[config.mk]
export PLATFORM = sky130hd
export DESIGN_NAME = stack_bytecode_executor_top_flat
export DESIGN_NICKNAME = d
export VERILOG_FILES = /design/src/rtl/core/sbe_pkg.sv /design/src/rtl/core/sbe_in_if.sv /design/src/rtl/core/sbe_out_if.sv /design/src/rtl/core/stack_bytecode_executor_top.sv /design/src/rtl/core/sbe_ram.sv /design/src/rtl/core/sbe_front.sv /design/src/rtl/core/sbe_back.sv /design/src/flat_wrapper.sv
export SDC_FILE = /design/constraint.sdc
export NUM_CORES = 2
export LEC_CHECK = 0
export ABC_AREA = 1
export BUFFER_PORTS_ARGS = -buffer_cell sky130_fd_sc_hd__buf_2
export CAP_MARGIN = 20
export CORE_ASPECT_RATIO = 1.1
export CORE_MARGIN = 3
export CORE_UTILIZATION = 30
export CTS_BUF_LIST = sky130_fd_sc_hd__clkbuf_4 sky130_fd_sc_hd__clkbuf_8
export CTS_CLUSTER_DIAMETER = 80
export DETAILED_ROUTE_END_ITERATION = 7
export SYNTH_ARGS = -nofsm -noshare
export SYNTH_HDL_FRONTEND = slang
export SYNTH_SLANG_ARGS = --single-unit
[constraint.sdc]
create_clock -name clk -period 8.35 [get_ports clk]
set_clock_uncertainty 0.1 [all_clocks]
set_input_delay 0.4175 -clock clk [delete_from_list [all_inputs] [get_ports clk]]
set_output_delay 0.4175 -clock clk [all_outputs]
set_load 0.01 [all_outputs]
[src/rtl/core/sbe_pkg.sv]
// shared opcodes, fault codes, field widths and the decoded item type
`default_nettype none

package sbe_pkg;

  localparam int FUNC_W  = 4;
  localparam int WORD_W  = 32;
  localparam int IP_W    = 16;
  localparam int FAULT_W = 3;
  localparam int FP_W    = 8;

  localparam logic [FUNC_W-1:0] OP_ADD    = 4'd0;
  localparam logic [FUNC_W-1:0] OP_SUB    = 4'd1;
  localparam logic [FUNC_W-1:0] OP_CONST  = 4'd2;
  localparam logic [FUNC_W-1:0] OP_BRT    = 4'd3;
  localparam logic [FUNC_W-1:0] OP_LOADG  = 4'd4;
  localparam logic [FUNC_W-1:0] OP_STOREG = 4'd5;
  localparam logic [FUNC_W-1:0] OP_EMIT   = 4'd6;
  localparam logic [FUNC_W-1:0] OP_CALL   = 4'd7;
  localparam logic [FUNC_W-1:0] OP_RET    = 4'd8;
  localparam logic [FUNC_W-1:0] OP_HALT   = 4'd9;

  localparam logic [FAULT_W-1:0] FAULT_NONE   = 3'd0;
  localparam logic [FAULT_W-1:0] FAULT_OVER   = 3'd1;
  localparam logic [FAULT_W-1:0] FAULT_UNDER  = 3'd2;
  localparam logic [FAULT_W-1:0] FAULT_OPCODE = 3'd3;
  localparam logic [FAULT_W-1:0] FAULT_INDEX  = 3'd4;

  // one classified instruction as it sits in the queue
  typedef struct packed {
    logic [FUNC_W-1:0] func;
    logic [1:0]        need;
    logic [1:0]        room;
    logic              uses_index;
    logic              unknown;
    logic              index_bad;
    logic [WORD_W-1:0] operand;
  } sbe_item_t;

endpackage

`default_nettype wire

[src/rtl/core/sbe_in_if.sv]
// instruction channel interface
`default_nettype none

interface sbe_in_if;
  import sbe_pkg::*;

  logic              valid;
  logic              ready;
  logic [FUNC_W-1:0] func;
  logic [WORD_W-1:0] operand;

  modport source (output valid, output func, output operand, input ready);
  modport sink (input valid, input func, input operand, output ready);
endinterface

`default_nettype wire

[src/rtl/core/sbe_out_if.sv]
// result channel interface
`default_nettype none

interface sbe_out_if;
  import sbe_pkg::*;

  logic               valid;
  logic               ready;
  logic [IP_W-1:0]    next_ip;
  logic               print_valid;
  logic [WORD_W-1:0]  print_value;
  logic               halted;
  logic [FAULT_W-1:0] fault;

  modport source (output valid, output next_ip, output print_valid, output print_value,
                  output halted, output fault, input ready);
  modport sink (input valid, input next_ip, input print_valid, input print_value,
                input halted, input fault, output ready);
endinterface

`default_nettype wire

[src/rtl/core/stack_bytecode_executor_top.sv]
// top level of the stack bytecode executor
`default_nettype none

// Stack bytecode executor. Each beat on in_ch is one instruction (opcode in func, its
// code word in operand) and yields exactly one beat on out_ch with the next fetch
// address, any printed value, the halt flag and a fault code; a faulting instruction
// leaves all state untouched, and after halt every instruction is ignored. The front
// end classifies beats into a two-entry queue, so in_ch keeps accepting while it has
// room, also while the back end works and a result waits on out_ch. The back end runs
// one instruction at a time through a sequencer around a single stack ram with one
// write and one registered read port. Const, gload, halt, faulting and ignored
// instructions go straight to the hand-over; brt, gstore and print read the top word,
// add and sub two words, ret three, and call pushes its second word in a step of its own.
// Stack contents need no clearing; reset clears globals, sp and pc and sets fp to all ones.
module stack_bytecode_executor_top #(
  parameter int STACK_DEPTH    = 64,
  parameter int GLOBAL_COUNT   = 16,
  parameter int CODE_ADDR_BITS = 16
) (
  input  wire logic clk,
  input  wire logic rst_n,
  sbe_in_if.sink    in_ch,
  sbe_out_if.source out_ch
);
  import sbe_pkg::*;

  // queue head between front and back
  logic      q_valid;
  logic      q_pop;
  sbe_item_t q_item;

  // front: instruction beats in, classified entries out
  sbe_front #(
    .GLOBAL_COUNT (GLOBAL_COUNT)
  ) u_front (
    .clk     (clk),
    .rst_n   (rst_n),
    .in_ch   (in_ch),
    .q_valid (q_valid),
    .q_item  (q_item),
    .q_pop   (q_pop)
  );

  // back: stack machine state, stack ram and the result register
  sbe_back #(
    .STACK_DEPTH    (STACK_DEPTH),
    .GLOBAL_COUNT   (GLOBAL_COUNT),
    .CODE_ADDR_BITS (CODE_ADDR_BITS)
  ) u_back (
    .clk     (clk),
    .rst_n   (rst_n),
    .q_valid (q_valid),
    .q_item  (q_item),
    .q_pop   (q_pop),
    .out_ch  (out_ch)
  );

endmodule

`default_nettype wire

[src/rtl/core/sbe_ram.sv]
// generic single-write, single-read ram with registered read data
`default_nettype none

module sbe_ram #(
  parameter int WIDTH = 32,
  parameter int DEPTH = 64,
  localparam int AW = (DEPTH > 1) ? $clog2(DEPTH) : 1
) (
  input  wire logic             clk,
  input  wire logic             we,
  input  wire logic [AW-1:0]    waddr,
  input  wire logic [WIDTH-1:0] wdata,
  input  wire logic             re,
  input  wire logic [AW-1:0]    raddr,
  output      logic [WIDTH-1:0] rdata
);

  logic [WIDTH-1:0] mem [DEPTH];

  always_ff @(posedge clk) begin
    if (we) begin
      mem[waddr] <= wdata;
    end
    if (re) begin
      rdata <= mem[raddr];
    end
  end

endmodule

`default_nettype wire

[src/rtl/core/sbe_front.sv]
// front end: takes instruction beats, classifies them, holds them in a two-entry queue
`default_nettype none

module sbe_front #(
  parameter int GLOBAL_COUNT = 16
) (
  input  wire logic              clk,
  input  wire logic              rst_n,
  sbe_in_if.sink                 in_ch,
  output      logic              q_valid,
  output      sbe_pkg::sbe_item_t q_item,
  input  wire logic              q_pop
);
  import sbe_pkg::*;

  localparam int QDEPTH = 2;

  sbe_item_t  q_r [QDEPTH];
  logic       wptr_r, wptr_nxt;
  logic       rptr_r, rptr_nxt;
  logic [1:0] count_r, count_nxt;
  logic       push;
  sbe_item_t  cls;

  // classification of the incoming beat
  always_comb begin
    cls            = '0;
    cls.func       = in_ch.func;
    cls.operand    = in_ch.operand;
    cls.index_bad  = (in_ch.operand >= 32'(GLOBAL_COUNT));
    unique case (in_ch.func) inside
      OP_ADD, OP_SUB: cls.need = 2'd2;
      OP_CONST:       cls.room = 2'd1;
      OP_BRT:         cls.need = 2'd1;
      OP_LOADG: begin
        cls.room       = 2'd1;
        cls.uses_index = 1'b1;
      end
      OP_STOREG: begin
        cls.need       = 2'd1;
        cls.uses_index = 1'b1;
      end
      OP_EMIT:        cls.need = 2'd1;
      OP_CALL:        cls.room = 2'd2;
      OP_RET:         cls.need = 2'd3;
      OP_HALT:        cls.need = 2'd0;
      default:        cls.unknown = 1'b1;
    endcase
  end

  assign in_ch.ready = (count_r != 2'(QDEPTH));
  assign push        = in_ch.valid && in_ch.ready;
  assign q_valid     = (count_r != 2'd0);
  assign q_item      = q_r[rptr_r];

  always_comb begin
    wptr_nxt  = push ? ~wptr_r : wptr_r;
    rptr_nxt  = q_pop ? ~rptr_r : rptr_r;
    count_nxt = count_r + 2'(push) - 2'(q_pop);
  end

  always_ff @(posedge clk) begin
    if (!rst_n) begin
      wptr_r  <= 1'b0;
      rptr_r  <= 1'b0;
      count_r <= 2'd0;
    end else begin
      wptr_r  <= wptr_nxt;
      rptr_r  <= rptr_nxt;
      count_r <= count_nxt;
    end
  end

  always_ff @(posedge clk) begin
    if (push) begin
      q_r[wptr_r] <= cls;
    end
  end

endmodule

`default_nettype wire

[src/rtl/core/sbe_back.sv]
// back end: sequencer that executes queued instructions against the stack ram
`default_nettype none

module sbe_back #(
  parameter int STACK_DEPTH    = 64,
  parameter int GLOBAL_COUNT   = 16,
  parameter int CODE_ADDR_BITS = 16
) (
  input  wire logic               clk,
  input  wire logic               rst_n,
  input  wire logic               q_valid,
  input  wire sbe_pkg::sbe_item_t q_item,
  output      logic               q_pop,
  sbe_out_if.source               out_ch
);
  import sbe_pkg::*;

  localparam int SP_W  = $clog2(STACK_DEPTH + 1);
  localparam int SP_AW = $clog2(STACK_DEPTH);
  localparam int GI_AW = (GLOBAL_COUNT > 1) ? $clog2(GLOBAL_COUNT) : 1;
  localparam int PC_W  = CODE_ADDR_BITS;

  localparam logic [2:0] S_IDLE  = 3'd0;
  localparam logic [2:0] S_RD1   = 3'd1;
  localparam logic [2:0] S_RD2   = 3'd2;
  localparam logic [2:0] S_RD3   = 3'd3;
  localparam logic [2:0] S_CALL2 = 3'd4;
  localparam logic [2:0] S_DONE  = 3'd5;

  logic [2:0]         state_r, state_nxt;
  sbe_item_t          cur_r, cur_nxt;
  logic [WORD_W-1:0]  x_r, x_nxt;
  logic [FP_W-1:0]    fpt_r, fpt_nxt;
  logic [SP_W-1:0]    sp_r, sp_nxt;
  logic [FP_W-1:0]    fp_r, fp_nxt;
  logic [PC_W-1:0]    pc_r, pc_nxt;
  logic               halt_r, halt_nxt;
  logic [WORD_W-1:0]  glb_r [GLOBAL_COUNT];
  logic [WORD_W-1:0]  glb_nxt [GLOBAL_COUNT];
  logic               res_pv_r, res_pv_nxt;
  logic [WORD_W-1:0]  res_pval_r, res_pval_nxt;
  logic [FAULT_W-1:0] res_fault_r, res_fault_nxt;
  logic               out_valid_r, out_valid_nxt;
  logic               out_load;
  logic [IP_W-1:0]    out_ip_r;
  logic               out_pv_r;
  logic [WORD_W-1:0]  out_pval_r;
  logic               out_halt_r;
  logic [FAULT_W-1:0] out_fault_r;

  logic               ram_we, ram_re;
  logic [SP_AW-1:0]   ram_waddr, ram_raddr;
  logic [WORD_W-1:0]  ram_wdata, ram_rdata;

  logic [SP_W-1:0]    sp_m1, sp_m2, sp_m3, sp_p1, sp_p2;
  logic [PC_W-1:0]    pc_p1, pc_p2;
  logic [FAULT_W-1:0] fault_c;

  assign sp_m1 = sp_r - SP_W'(1);
  assign sp_m2 = sp_r - SP_W'(2);
  assign sp_m3 = sp_r - SP_W'(3);
  assign sp_p1 = sp_r + SP_W'(1);
  assign sp_p2 = sp_r + SP_W'(2);
  assign pc_p1 = pc_r + PC_W'(1);
  assign pc_p2 = pc_r + PC_W'(2);

  // fault of the queue head, stack checks ahead of the index check
  always_comb begin
    fault_c = FAULT_NONE;
    if (q_item.unknown) begin
      fault_c = FAULT_OPCODE;
    end else if (sp_r < SP_W'(q_item.need)) begin
      fault_c = FAULT_UNDER;
    end else if (({1'b0, sp_r} + (SP_W+1)'(q_item.room)) > (SP_W+1)'(STACK_DEPTH)) begin
      fault_c = FAULT_OVER;
    end else if (q_item.uses_index && q_item.index_bad) begin
      fault_c = FAULT_INDEX;
    end
  end

  always_comb begin
    state_nxt     = state_r;
    cur_nxt       = cur_r;
    x_nxt         = x_r;
    fpt_nxt       = fpt_r;
    sp_nxt        = sp_r;
    fp_nxt        = fp_r;
    pc_nxt        = pc_r;
    halt_nxt      = halt_r;
    glb_nxt       = glb_r;
    res_pv_nxt    = res_pv_r;
    res_pval_nxt  = res_pval_r;
    res_fault_nxt = res_fault_r;
    out_valid_nxt = out_valid_r && !out_ch.ready;
    out_load      = 1'b0;
    q_pop         = 1'b0;
    ram_we        = 1'b0;
    ram_waddr     = '0;
    ram_wdata     = '0;
    ram_re        = 1'b0;
    ram_raddr     = '0;

    unique case (state_r)
      S_IDLE: begin
        if (q_valid) begin
          q_pop         = 1'b1;
          cur_nxt       = q_item;
          res_pv_nxt    = 1'b0;
          res_pval_nxt  = '0;
          res_fault_nxt = FAULT_NONE;
          state_nxt     = S_DONE;
          if (halt_r) begin
            res_fault_nxt = FAULT_NONE;
          end else if (fault_c != FAULT_NONE) begin
            res_fault_nxt = fault_c;
          end else begin
            case (q_item.func) inside
              OP_ADD, OP_SUB, OP_BRT, OP_STOREG, OP_EMIT, OP_RET: begin
                ram_re    = 1'b1;
                ram_raddr = sp_m1[SP_AW-1:0];
                state_nxt = S_RD1;
              end
              OP_CONST: begin
                ram_we    = 1'b1;
                ram_waddr = sp_r[SP_AW-1:0];
                ram_wdata = q_item.operand;
                sp_nxt    = sp_p1;
                pc_nxt    = pc_p2;
              end
              OP_LOADG: begin
                ram_we    = 1'b1;
                ram_waddr = sp_r[SP_AW-1:0];
                ram_wdata = glb_r[q_item.operand[GI_AW-1:0]];
                sp_nxt    = sp_p1;
                pc_nxt    = pc_p2;
              end
              OP_CALL: begin
                // return address first, old frame pointer next cycle
                ram_we    = 1'b1;
                ram_waddr = sp_r[SP_AW-1:0];
                ram_wdata = WORD_W'(pc_p2);
                state_nxt = S_CALL2;
              end
              OP_HALT: begin
                halt_nxt = 1'b1;
                pc_nxt   = pc_p1;
              end
              default: begin
                state_nxt = S_DONE;
              end
            endcase
          end
        end
      end

      S_RD1: begin
        x_nxt     = ram_rdata;
        state_nxt = S_DONE;
        case (cur_r.func) inside
          OP_BRT: begin
            pc_nxt = (ram_rdata != '0) ? PC_W'(cur_r.operand) : pc_p2;
          end
          OP_STOREG: begin
            glb_nxt[cur_r.operand[GI_AW-1:0]] = ram_rdata;
            sp_nxt = sp_m1;
            pc_nxt = pc_p2;
          end
          OP_EMIT: begin
            res_pv_nxt   = 1'b1;
            res_pval_nxt = ram_rdata;
            sp_nxt       = sp_m1;
            pc_nxt       = pc_p1;
          end
          OP_ADD, OP_SUB, OP_RET: begin
            ram_re    = 1'b1;
            ram_raddr = sp_m2[SP_AW-1:0];
            state_nxt = S_RD2;
          end
          default: begin
            state_nxt = S_DONE;
          end
        endcase
      end

      S_RD2: begin
        if (cur_r.func == OP_RET) begin
          fpt_nxt   = ram_rdata[FP_W-1:0];
          ram_re    = 1'b1;
          ram_raddr = sp_m3[SP_AW-1:0];
          state_nxt = S_RD3;
        end else begin
          ram_we    = 1'b1;
          ram_waddr = sp_m2[SP_AW-1:0];
          ram_wdata = (cur_r.func == OP_SUB) ? (ram_rdata - x_r) : (ram_rdata + x_r);
          sp_nxt    = sp_m1;
          pc_nxt    = pc_p1;
          state_nxt = S_DONE;
        end
      end

      S_RD3: begin
        // saved pc comes back, result replaces the three popped words
        pc_nxt    = PC_W'(ram_rdata);
        fp_nxt    = fpt_r;
        ram_we    = 1'b1;
        ram_waddr = sp_m3[SP_AW-1:0];
        ram_wdata = x_r;
        sp_nxt    = sp_m2;
        state_nxt = S_DONE;
      end

      S_CALL2: begin
        ram_we    = 1'b1;
        ram_waddr = sp_p1[SP_AW-1:0];
        ram_wdata = {{(WORD_W-FP_W){fp_r[FP_W-1]}}, fp_r};
        fp_nxt    = FP_W'(sp_p2);
        sp_nxt    = sp_p2;
        pc_nxt    = PC_W'(cur_r.operand);
        state_nxt = S_DONE;
      end

      S_DONE: begin
        if (!out_valid_r || out_ch.ready) begin
          out_load      = 1'b1;
          out_valid_nxt = 1'b1;
          state_nxt     = S_IDLE;
        end
      end

      default: begin
        state_nxt = S_IDLE;
      end
    endcase
  end

  always_ff @(posedge clk) begin
    if (!rst_n) begin
      state_r     <= S_IDLE;
      sp_r        <= '0;
      fp_r        <= '1;
      pc_r        <= '0;
      halt_r      <= 1'b0;
      out_valid_r <= 1'b0;
      for (int i = 0; i < GLOBAL_COUNT; i++) begin
        glb_r[i] <= '0;
      end
    end else begin
      state_r     <= state_nxt;
      sp_r        <= sp_nxt;
      fp_r        <= fp_nxt;
      pc_r        <= pc_nxt;
      halt_r      <= halt_nxt;
      out_valid_r <= out_valid_nxt;
      glb_r       <= glb_nxt;
    end
  end

  always_ff @(posedge clk) begin
    cur_r       <= cur_nxt;
    x_r         <= x_nxt;
    fpt_r       <= fpt_nxt;
    res_pv_r    <= res_pv_nxt;
    res_pval_r  <= res_pval_nxt;
    res_fault_r <= res_fault_nxt;
    if (out_load) begin
      out_ip_r    <= IP_W'(pc_r);
      out_pv_r    <= res_pv_r;
      out_pval_r  <= res_pval_r;
      out_halt_r  <= halt_r;
      out_fault_r <= res_fault_r;
    end
  end

  sbe_ram #(
    .WIDTH (WORD_W),
    .DEPTH (STACK_DEPTH)
  ) u_stack_ram (
    .clk   (clk),
    .we    (ram_we),
    .waddr (ram_waddr),
    .wdata (ram_wdata),
    .re    (ram_re),
    .raddr (ram_raddr),
    .rdata (ram_rdata)
  );

  assign out_ch.valid       = out_valid_r;
  assign out_ch.next_ip     = out_ip_r;
  assign out_ch.print_valid = out_pv_r;
  assign out_ch.print_value = out_pval_r;
  assign out_ch.halted      = out_halt_r;
  assign out_ch.fault       = out_fault_r;

endmodule

`default_nettype wire

[src/flat_wrapper.sv]
// flat-port wrapper written by rule: the top's interface ports become plain ports
module stack_bytecode_executor_top_flat import sbe_pkg::*;
#(
  parameter int STACK_DEPTH    = 64,
  parameter int GLOBAL_COUNT   = 16,
  parameter int CODE_ADDR_BITS = 16
)
  (clk, rst_n, in_ch_valid, in_ch_func, in_ch_operand, in_ch_ready, out_ch_valid, out_ch_next_ip, out_ch_print_valid, out_ch_print_value, out_ch_halted, out_ch_fault, out_ch_ready);
  sbe_in_if in_ch_i ();
  sbe_out_if out_ch_i ();
  input  wire logic clk;
  input  wire logic rst_n;
  input wire logic [$bits(in_ch_i.valid)-1:0] in_ch_valid;
  input wire logic [$bits(in_ch_i.func)-1:0] in_ch_func;
  input wire logic [$bits(in_ch_i.operand)-1:0] in_ch_operand;
  output wire logic [$bits(in_ch_i.ready)-1:0] in_ch_ready;
  output wire logic [$bits(out_ch_i.valid)-1:0] out_ch_valid;
  output wire logic [$bits(out_ch_i.next_ip)-1:0] out_ch_next_ip;
  output wire logic [$bits(out_ch_i.print_valid)-1:0] out_ch_print_valid;
  output wire logic [$bits(out_ch_i.print_value)-1:0] out_ch_print_value;
  output wire logic [$bits(out_ch_i.halted)-1:0] out_ch_halted;
  output wire logic [$bits(out_ch_i.fault)-1:0] out_ch_fault;
  input wire logic [$bits(out_ch_i.ready)-1:0] out_ch_ready;
  assign in_ch_i.valid = in_ch_valid;
  assign in_ch_i.func = in_ch_func;
  assign in_ch_i.operand = in_ch_operand;
  assign in_ch_ready = in_ch_i.ready;
  assign out_ch_valid = out_ch_i.valid;
  assign out_ch_next_ip = out_ch_i.next_ip;
  assign out_ch_print_valid = out_ch_i.print_valid;
  assign out_ch_print_value = out_ch_i.print_value;
  assign out_ch_halted = out_ch_i.halted;
  assign out_ch_fault = out_ch_i.fault;
  assign out_ch_i.ready = out_ch_ready;
  stack_bytecode_executor_top #(.STACK_DEPTH(STACK_DEPTH), .GLOBAL_COUNT(GLOBAL_COUNT), .CODE_ADDR_BITS(CODE_ADDR_BITS)) u_core (.clk(clk), .rst_n(rst_n), .in_ch(in_ch_i), .out_ch(out_ch_i));
endmodule
==> results.md <==
* Fmax at 0.1478 GHz
* Gate Count Post-Synth at 12660
* Syn. warnings at 0
* Crit-path slowest cell: inv_8
* R2R Setup Slk at 1.58 ns
* Max-slew headroom at 22.41%
* Met3 usage at 4.195%
* WL final at 441.4 mm
* CTS root buf: clkbuf_8
* Commonest non-fill, non-tap cells in the layout: nand3_1 (2421), edfxtp_1 (2315), nand2_1 (2027)
* Combinational share of power at 33.6%
* CTS-repair resized insts at 0
* Dpl ws at 1.813 ns
* Yosys reg bits at 2868
* Reg2Reg Launch Point: u_core.u_back.sp_r[1]
* Met2 usage in global routing at 29.74%
* Max-slew violation count at 0
* Core Area at 422300 sq um
* Nets at 12700
* Clock power frac at 26.0%
* Layout Cells excl Fill at 18530
* Element type at the critical path start: flop
* Crit path arrival time at 7.47 ns
* Syn_area_per_cell at approximately 10 sq um
* Initial Util at 30.20%
* Maxcap violations at 0
* Critical R2R Capture: u_core.u_back.u_stack_ram.rdata[26]
* CP required at roughly 9 ns
* CTS clk-pin slew, worst paths at around 0.07 ns
* Final number of setup-violating endpoints at 0
* Clock Latency Late Sink at 1.12 ns
* Period utilization at 81.05%
* Final WS setup at roughly 1.6 ns
* Slowest Stage Delay on Critical Path at about 0.73 ns
* Hold WC Path Type: input port to flop
* DRC viols at 0
* Power density over the cells at 313.8 nW/um^2
* Most common cell after layout, fill and taps aside: nand3_1
* Layout area overhead at 13.20%
* Cts bufs inserted at approximately 440
* IO Pins at 95
* Post-synthesis sequential area ratio at between 60 and 70%
* Die ar. at 432900 sq um
* Critical path, cell by cell: inv_1 -> fa_1 -> inv_1 -> nor2_1 -> nand2_1 -> nand2_1 -> nand3_1 -> nand2_1 -> nand2_1 -> nor2_2 -> nand4_4 -> nand2_8 -> nand2_8 -> inv_8 -> buf_4 -> nand2_1 -> nand3_1 -> nand3_1 -> nand3_1 -> nand3_1 -> nand3_1 -> nand2_1
* Post-synth EDFFs at 2315
* Vias per cell at 5.164
* GRT Residual Overflow at 0
* Avg WL per Cell at 23.83 um
* Placed insts at 17660
* Clock H-tree levels at 5
* Port bufs at 94
* Routability cong. at 0.9545
* Crit path capture type: flop
* Outcome: complete, no violations
* Height of the die at 689.8 um
* Maximum clock insertion buffer count at 4
* Tot GR Track Use at 19.63%
* GR peak layer: met2
* M1 GR Usage at 25.97%
* Via count at 95670
* TNS Setup at 0 ns
* Net switching power at 0.01833 W
* Synthesized Nets at between 10000 and 15000
* Final hold vios at 0
* Number of global-route vias before repair at 87780
* Worst-case reg-to-reg path depth at 22
* HPWL after detailed placement at between 200 and 300 mm
* CTS tree: built
* Top FF cell, synth: edfxtp_1
* FFs w/ async S/R, synth at 0%
* Number of distinct library cells after synthesis at 63
* Drt first pass iters at 8
* Least-Margin Pin Slew at about 1.2 ns
* Setup repair after global routing missed its margin: false
* Die width at ~630 um
* # rows at 250
* Peak supply drop at about 0.33 mV
* Sequential Power Share at 40.4%
* Crit Path Max Fanout at 108
* Initial antenna violation count at 41
* P_int at 0.02697 W
* Iter 0 DRT Violations at 12210
* Post-route minimum period at 6.768 ns
* Hold Startpoint: in_ch_operand[3]
* Share of layout cells above drive strength 1 at under 10%
* Routed Antenna Nets at 0
* Clock Sinks at 2868
* Fillers at 42370
* Critical path class: flop to flop
* Sw Share at between 40% and 50%
* Global-route wire length before repair at roughly 630 mm
* Leak at 54.67 nW
* Hold Path Depth at 2
* Mapped Area at 127500 sq um
* Hold-critical path endpoint: u_core.u_front.q_r[0][3]
* Pin count of the biggest net entering global routing at about 170
-- registers in the layout, indices dropped and copies added (netlist names), 16 cells and up, named ones only --
signal / count
u_core.u_back.u_stack_ram.mem: 2048
u_core.u_front.q_r: 86
u_core.u_back.out_ch.print_value: 32
u_core.u_back.res_pval_r: 32
u_core.u_back.x_r: 32
u_core.u_back.u_stack_ram.rdata: 32
u_core.u_back.cur_r: 20
u_core.u_back.pc_r: 16
u_core.u_back.out_ch.next_ip: 16
u_core.u_back.glb_r: 512
-- worst max-delay path, delay by kind of cell (launching register included) --
family                     cells  cell delay (ns)
and+or+nand+nor               17             3.25
adders and majority gates      1             0.62
DFF                            1             0.65
buffers and inverters          4             1.62
-- synthesized netlist by cell type (all sizes together) (18+ instances only) --
library cell  number  share of area, %
nand2           2038               6.0
dfxtp            553               8.7
a31oi             22              0.11
xor2              67              0.46
nor4              22              0.12
edfxtp          2315                55
buf              428               1.6
a21oi            355               1.4
o22ai             51              0.25
o21ai            373               1.5
nor2             727               2.2
nand3b           632               3.7
nand4             18              0.10
o211ai            56              0.33
clkbuf           456               1.3
nand3           2424               9.5
a211oi           389               2.3
ha                45              0.44
nor3              25             0.098
clkinv            18             0.053
inv             1533               4.5
-- cells by family after synthesis --
group	after synthesis	synth area share, %
buf+inv	2435	7.557
fa+ha+maj	47	0.4729
simple gates	5898	21.79
mux	3	0.02355
flops	2868	63.20
compound gates	1333	6.441
xor+xnor	76	0.5220
-- area by class of cell --
type / instances / area, sq um / share of cell area, %
Timing Repair Buffer: 397 / 3889 / 2.694
Antenna cell: 18 / 45.04 / 0.03120
Clock inverter: 177 / 1114 / 0.7714
Sequential cell: 2868 / 80590 / 55.82
Clock buffer: 615 / 7551 / 5.231
Tap cell: 5544 / 6937 / 4.805
Multi-Input combinational cell: 7357 / 38380 / 26.59
Inverter: 1551 / 5856 / 4.056
-- metrics by stage --
stage	hold WS, ns	power, W	utilization, %	cell area [sq um]
2_1_floorplan	0.3003	0.02657	-	127500
3_3_place_gp	0.3013	0.03334	31.78	134200
3_5_place_dp	0.3045	0.03345	31.94	134900
4_1_cts	0.1023	0.04512	34.08	143900
5_1_grt	0.1401	0.04689	34.18	144300
6_report	0.1912	0.04529	34.19	144400
-- routing by layer --
layer	part of all wire, %	routed length (um)
met2	44	194400
met1	40	174800
met4	6.3	27750
met3	10	44350
met5	0.020	90
-- power by group through the flow --
stage	Sequential [W]	Clock, W	Combinational [W]
floorplan	0.0184	0	0.00819
global placement	0.0185	0	0.0148
detailed placement	0.0185	0	0.0149
CTS	0.0182	0.0119	0.0150
global route	0.0183	0.0125	0.0160
finish	0.0183	0.0118	0.0152
-- worst max path at each step --
stage,startpoint,to,cells after the start
5_1_grt,u_core.u_back.sp_r[1],u_core.u_back.u_stack_ram.rdata[26],22
2_1_floorplan,u_core.u_back.x_r[0],u_core.u_back.u_stack_ram.mem[0][29],23
3_3_place_gp,flop,u_core.u_back.u_stack_ram.rdata[26],26
4_1_cts,flop,u_core.u_back.u_stack_ram.rdata[26],26
6_report,u_core.u_back.sp_r[1],u_core.u_back.u_stack_ram.rdata[26],22
3_5_place_dp,flop,u_core.u_back.u_stack_ram.rdata[26],26
-- what timing repair did --
action	CTS	global route
endpoints found under the hold margin	132	0
hold buffers	39	0
buffers inserted	0	0
No activity file was read; power rests on OpenSTA's default activity.
